### src/hw/rtl/swg_mul.sv
// ----------------------------------------------------------------------------
// swg_mul
// Shared 32x32 unsigned multiplier with registered product.
// ----------------------------------------------------------------------------
module swg_mul (
   input  logic        clock,
   input  logic [31:0] mul_a,
   input  logic [31:0] mul_b,
   output logic [63:0] prod_ff
);
   logic [63:0] prod_in;

   assign prod_in = {32'd0, mul_a} * {32'd0, mul_b};

   always_ff @(posedge clock) begin
      prod_ff <= prod_in;
   end

endmodule

### config.mk
export PLATFORM = sky130hd
export DESIGN_NAME = swg_mul
export DESIGN_NICKNAME = d
export VERILOG_FILES = /design/src/hw/rtl/swg_mul.sv
export SDC_FILE = /design/constraint.sdc
export NUM_CORES = 2
export LEC_CHECK = 0
export BUFFER_PORTS_ARGS = -buffer_cell sky130_fd_sc_hd__buf_4
export CAP_MARGIN = 20
export CORE_ASPECT_RATIO = 1.2
export CORE_MARGIN = 2
export CORE_UTILIZATION = 50
export DETAILED_ROUTE_END_ITERATION = 7
export PLACE_DENSITY = 0.68
export SLEW_MARGIN = 25
export SYNTH_ARGS = -nofsm -noshare
export SYNTH_HDL_FRONTEND = slang
export SYNTH_SLANG_ARGS = --single-unit
### constraint.sdc
create_clock -name clock -period 22 [get_ports clock]
set_input_delay 3.3 -clock clock [delete_from_list [all_inputs] [get_ports clock]]
set_output_delay 3.3 -clock clock [all_outputs]
set_load 0.05 [all_outputs]
# After elaboration in Yosys (flattened, before gate mapping)

Index checks and enable logic that the tools add are counted.

Bits in registers: 64
Bits of input ports: 65
Output and inout bits: 64

$mul: 1

Operators by type and width:

| kind                         | count |
|---|---|
| multiplier 32 x 32 -> 64 bit | 1 |

# Logic depth before layout (Yosys ltp)

Depth in word-level cells: 1
Mapped depth: 29
Gate-level depth less buffers: 27

# Least setup slack after synthesis

Ideal clock, no wire load.

Path type: input -> register
Start: input mul_a[25]
End: register prod_ff[62]
Setup time: 72 ps
Arrival time: 9,976 ps
Data required time: 21,928 ps
Slack: 11,952 ps
Cell stages on the path: 25
Path buffers: 2
Cell sequence: clkbuf_1 nand2_1 fa_1 inv_1 fa_1 inv_1 fa_1 inv_1 fa_1 fa_1 fa_1 fa_1 inv_1 fa_1 inv_1 ha_1 buf_2 nand4_1 or4_1 or3_1 a31oi_1 a31o_2 a211oi_1 o21ai_1 xor2_1

Longest elaborated chain between the ends: 1

Ends and longest elaborated chain:

| element                      | line | RTL |
|---|---|---|
| start: declaration           | 7    | `input logic [31:0] mul_a,` |
| multiplier 32 x 32 -> 64 bit | 13   | `assign prod_in = {32'd0, mul_a} * {32'd0, mul_b};` |
| via prod_in[62]              | 11   | `logic [63:0] prod_in;` |
| end signal: assignment       | 16   | `prod_ff <= prod_in;` |
| end: declaration             | 9    | `output logic [63:0] prod_ff` |

The timed path passes the listed nets, and every way through them passes these cells.

# Worst setup path in the final report

Start: input mul_a[28]
End: register prod_ff[62]

Same word-level chain as after synthesis.

==> Implementation_results.wiki <==
{| class="wikitable"
! Metric !! Value
|-
| Layout cells sized above 1 || 0.0422
|-
| Total clock sinks || 64
|-
| Number of warnings printed during yosys synthesis || 0
|-
| Post-layout instance area || 36200 µm²
|-
| Category of the most critical setup path || in2reg
|-
| DRC violations left || 0
|-
| Number of non-filler instances in the completed layout || 4584
|-
| Post-placement cell area || 35900 µm²
|-
| Die Wd || 244 µm
|-
| Die area || 71400 µm²
|-
| Max_slew headroom || 0.449
|-
| Grt total ovfl || 0
|-
| Final estimated routing congestion in global placement || 0.920
|-
| Buffers inserted by post-CTS timing repair || 0
|-
| Synthesized-area fraction occupied by xor and xnor cells || 0.0149
|-
| Part of the Yosys area used for sequential elements || 0.0370
|-
| Class of the most critical hold timing path || in2reg
|-
| Number of gates on the worst path with buffers counted || 22
|-
| Required time at the endpoint of the critical path || 22.28 ns
|-
| Area share of fa/ha/maj cells after synthesis || 0.613
|-
| Depth of the worst hold-timing path || 2
|-
| Hold Buf Count CTS || 0
|-
| Boundary pin count || 129
|-
| TritonCTS clock tree || yes
|-
| Cell occurring most often along the worst timing path || sky130_fd_sc_hd__fa_1
|-
| Area added between synthesis and finish || 4.45%
|-
| Diode insertion count for antenna repair || 0
|-
| Netlist area before placement || 34600 µm²
|-
| Async SR Flop Fraction || 0
|-
| Number of instances in the synthesized netlist || 3758
|-
| Number of antenna violations at the first check in global routing || 0
|-
| TritonCTS buffer count || 9
|-
| Routed vias || 24811
|-
| Number of pins with negative max-slew slack in the final report || 0
|-
| Sum of negative setup slack || 0 ns
|-
| Level count of the clock H-tree || 3
|-
| Unique cell type count in the Yosys netlist || 56
|-
| Count of standard-cell rows || 105
|-
| Most used flip-flop cell after synthesis || sky130_fd_sc_hd__dfxtp_1
|-
| Peak fanout along the critical path || 32
|-
| Most frequent cells in the layout || sky130_fd_sc_hd__fa_1, sky130_fd_sc_hd__inv_1, sky130_fd_sc_hd__and2_1
|-
| Core footprint || 68400 µm²
|-
| Final count of negative-setup-slack endpoints || 0
|-
| Initial Utilization || 0.506
|-
| Biggest registers after layout || prod_ff x64
|-
| Fraction of synthesized area in multiplexers || 0.000289
|-
| Critical path, cell by cell || buf_4, nand2_1, fa_1, fa_1, fa_1, fa_1, inv_1, fa_1, fa_1, fa_1, inv_1, fa_1, inv_1, ha_1, nand2_1, or4_1, or3_1, a31oi_1, a31o_2, a211oi_1, o21ai_1, xor2_1
|-
| Most congested layer reported by global routing || met2
|-
| Outcome || complete, no violations
|-
| Register bit count reported by yosys || 64
|-
| Register containing the most flip-flops in the final layout || prod_ff
|-
| Root Buffer Master || sky130_fd_sc_hd__clkbuf_16
|-
| Largest register FFs || 64
|-
| Overall fraction of global-route tracks in use || 0.274
|-
| Post-route clock period utilization || 0.484
|-
| Overall routed net length || 93.0 mm
|-
| Area share of and/or/nand/nor cells after synthesis || 0.177
|-
| Transition time at the pin with the least slew margin || 0.821 ns
|-
| Worst path arrival time || 10.93 ns
|-
| Number of DRC markers after the initial detailed-route iteration || 1267
|-
| Die height || 292 µm
|-
| Count of nets left with antenna violations after detail routing || 0
|-
| Via count of the first global-routing pass || 27315
|-
| Cell at the slowest stage of the critical path || sky130_fd_sc_hd__fa_1
|-
| Number of enable flip-flop cells after synthesis || 0
|-
| Category of the worst setup path capture point || flip-flop
|-
| # nets final || 4894
|-
| Number of iterations in the first detailed-routing pass || 8
|-
| Routed wire length per instance || 20.3 µm
|-
| Pin count of the biggest net entering global routing || 33
|-
| Final count of hold timing violations || 0
|-
| Fmax achieved || 93.9 MHz
|-
| RSZ-0062 raised after global routing || false
|-
| Detailed-placement wirelength estimate || 75.8 mm
|-
| Main combinational cell family by area after synthesis || adder cells
|-
| Placed Cells incl. Taps || 4568
|-
| Wire length of the first global-routing pass || 149 mm
|-
| Largest buffer count on any clock path || 2
|-
| Buffer and inverter count on the worst path || 4
|-
| Filler cell count in the final layout || 6296
|-
| Fraction of the mapped netlist area in compound gates || 0.0392
|-
| Global routing usage on met3 || 0.0276
|-
| Delay of the slowest cell on the worst path || 0.65 ns
|-
| Most common cell after layout, fill and taps aside || sky130_fd_sc_hd__fa_1
|-
| Top cell family by delay on the critical path || adder cells
|-
| Minimum clock period || 10.65 ns
|-
| Count of max-cap constraint violations || 0
|-
| Number of nets in the synthesized netlist || 4982
|-
| PortBufs || 128
|-
| Met2 track demand over resource || 0.492
|-
| Grt met1 use || 0.302
|-
| Element type at the critical path start || input port
|-
| Detailed-route vias per instance || 5.41
|-
| Mean cell area of the mapped netlist || 9.21 µm²
|-
| Number of gates resized after cts || 0
|-
| Clock input transition at the sequential cells of the worst setup and hold paths || 0.06 ns
|}
-- final timing paths --
| check | slack (ns) | startpoint | end |
|---|---|---|---|
| max | 11.35 | mul_a[28] | prod_ff[62] |
| min | 3.44 | mul_b[0] | prod_ff[0] |
-- through the flow --
step / utilization / worst slack [ns] / hold slack [ns]
after global routing: 0.528 / 11.13 / 3.46
after detailed placement: 0.524 / 11.12 / 3.75
after global placement: 0.524 / 11.24 / 3.75
after CTS: 0.528 / 11.48 / 3.42
after floorplan: - / 11.95 / 3.43
final: 0.528 / 11.35 / 3.44
-- cells by family after synthesis --
family | Yosys count
AOI/OAI and AO/OA | 205
xor gates and xnor gates | 59
adders and majority gates | 1159
buffers and inverters | 1090
DFF | 64
muxes | 1
and+or+nand+nor | 1180
-- metal layers --
layer,part of all wire,vias to the layer above
met5,0,-
met4,0.085,0
met3,0.046,295
met2,0.53,872
met1,0.34,12959
li1,-,10685
-- cell type report --
type	count	area [µm²]	share of cell area
inverters	863	3240	0.0896
repair buffers	128	961	0.0266
clock inverters	6	67.6	0.00187
well taps	909	1140	0.0314
flip-flops and latches	64	1280	0.0354
clock buffers	10	239	0.00661
multi-input cells	2604	29200	0.809
-- synth_stat cells (3+ instances only) --
| cell type | number | area, µm² |
|---|---|---|
| sky130_fd_sc_hd__fa_1 | 896 | 17900 |
| sky130_fd_sc_hd__inv_1 | 863 | 3240 |
| sky130_fd_sc_hd__and2_1 | 603 | 3770 |
| sky130_fd_sc_hd__nand2_1 | 478 | 1790 |
| sky130_fd_sc_hd__ha_1 | 263 | 3290 |
| sky130_fd_sc_hd__clkbuf_1 | 215 | 807 |
| sky130_fd_sc_hd__a21oi_1 | 68 | 340 |
| sky130_fd_sc_hd__dfxtp_1 | 64 | 1280 |
| sky130_fd_sc_hd__a21o_1 | 37 | 278 |
| sky130_fd_sc_hd__xnor2_1 | 33 | 289 |
| sky130_fd_sc_hd__o21ai_0 | 28 | 140 |
| sky130_fd_sc_hd__xor2_1 | 26 | 228 |
| sky130_fd_sc_hd__nand4_1 | 24 | 150 |
| sky130_fd_sc_hd__nor2_1 | 21 | 78.8 |
| sky130_fd_sc_hd__and3_1 | 14 | 87.6 |
| sky130_fd_sc_hd__nand3_1 | 12 | 60.1 |
| sky130_fd_sc_hd__a31oi_1 | 11 | 68.8 |
| sky130_fd_sc_hd__o21bai_1 | 10 | 75.1 |
| sky130_fd_sc_hd__buf_2 | 9 | 45.0 |
| sky130_fd_sc_hd__o21a_1 | 8 | 60.1 |
| sky130_fd_sc_hd__nor3_1 | 5 | 25.0 |
| sky130_fd_sc_hd__or3_1 | 5 | 31.3 |
| sky130_fd_sc_hd__a211oi_1 | 4 | 30.0 |
| sky130_fd_sc_hd__a221o_1 | 4 | 40.0 |
| sky130_fd_sc_hd__and4_1 | 4 | 35.0 |
| sky130_fd_sc_hd__a21boi_0 | 3 | 22.5 |
| sky130_fd_sc_hd__a311oi_1 | 3 | 26.3 |
| sky130_fd_sc_hd__o211ai_1 | 3 | 22.5 |
| sky130_fd_sc_hd__o221ai_1 | 3 | 26.3 |
| sky130_fd_sc_hd__or2_2 | 3 | 18.8 |
| sky130_fd_sc_hd__or4_1 | 3 | 22.5 |
Power is not shown: default switching activity piles up to over one toggle a cycle in this logic, so the estimate is an artifact.
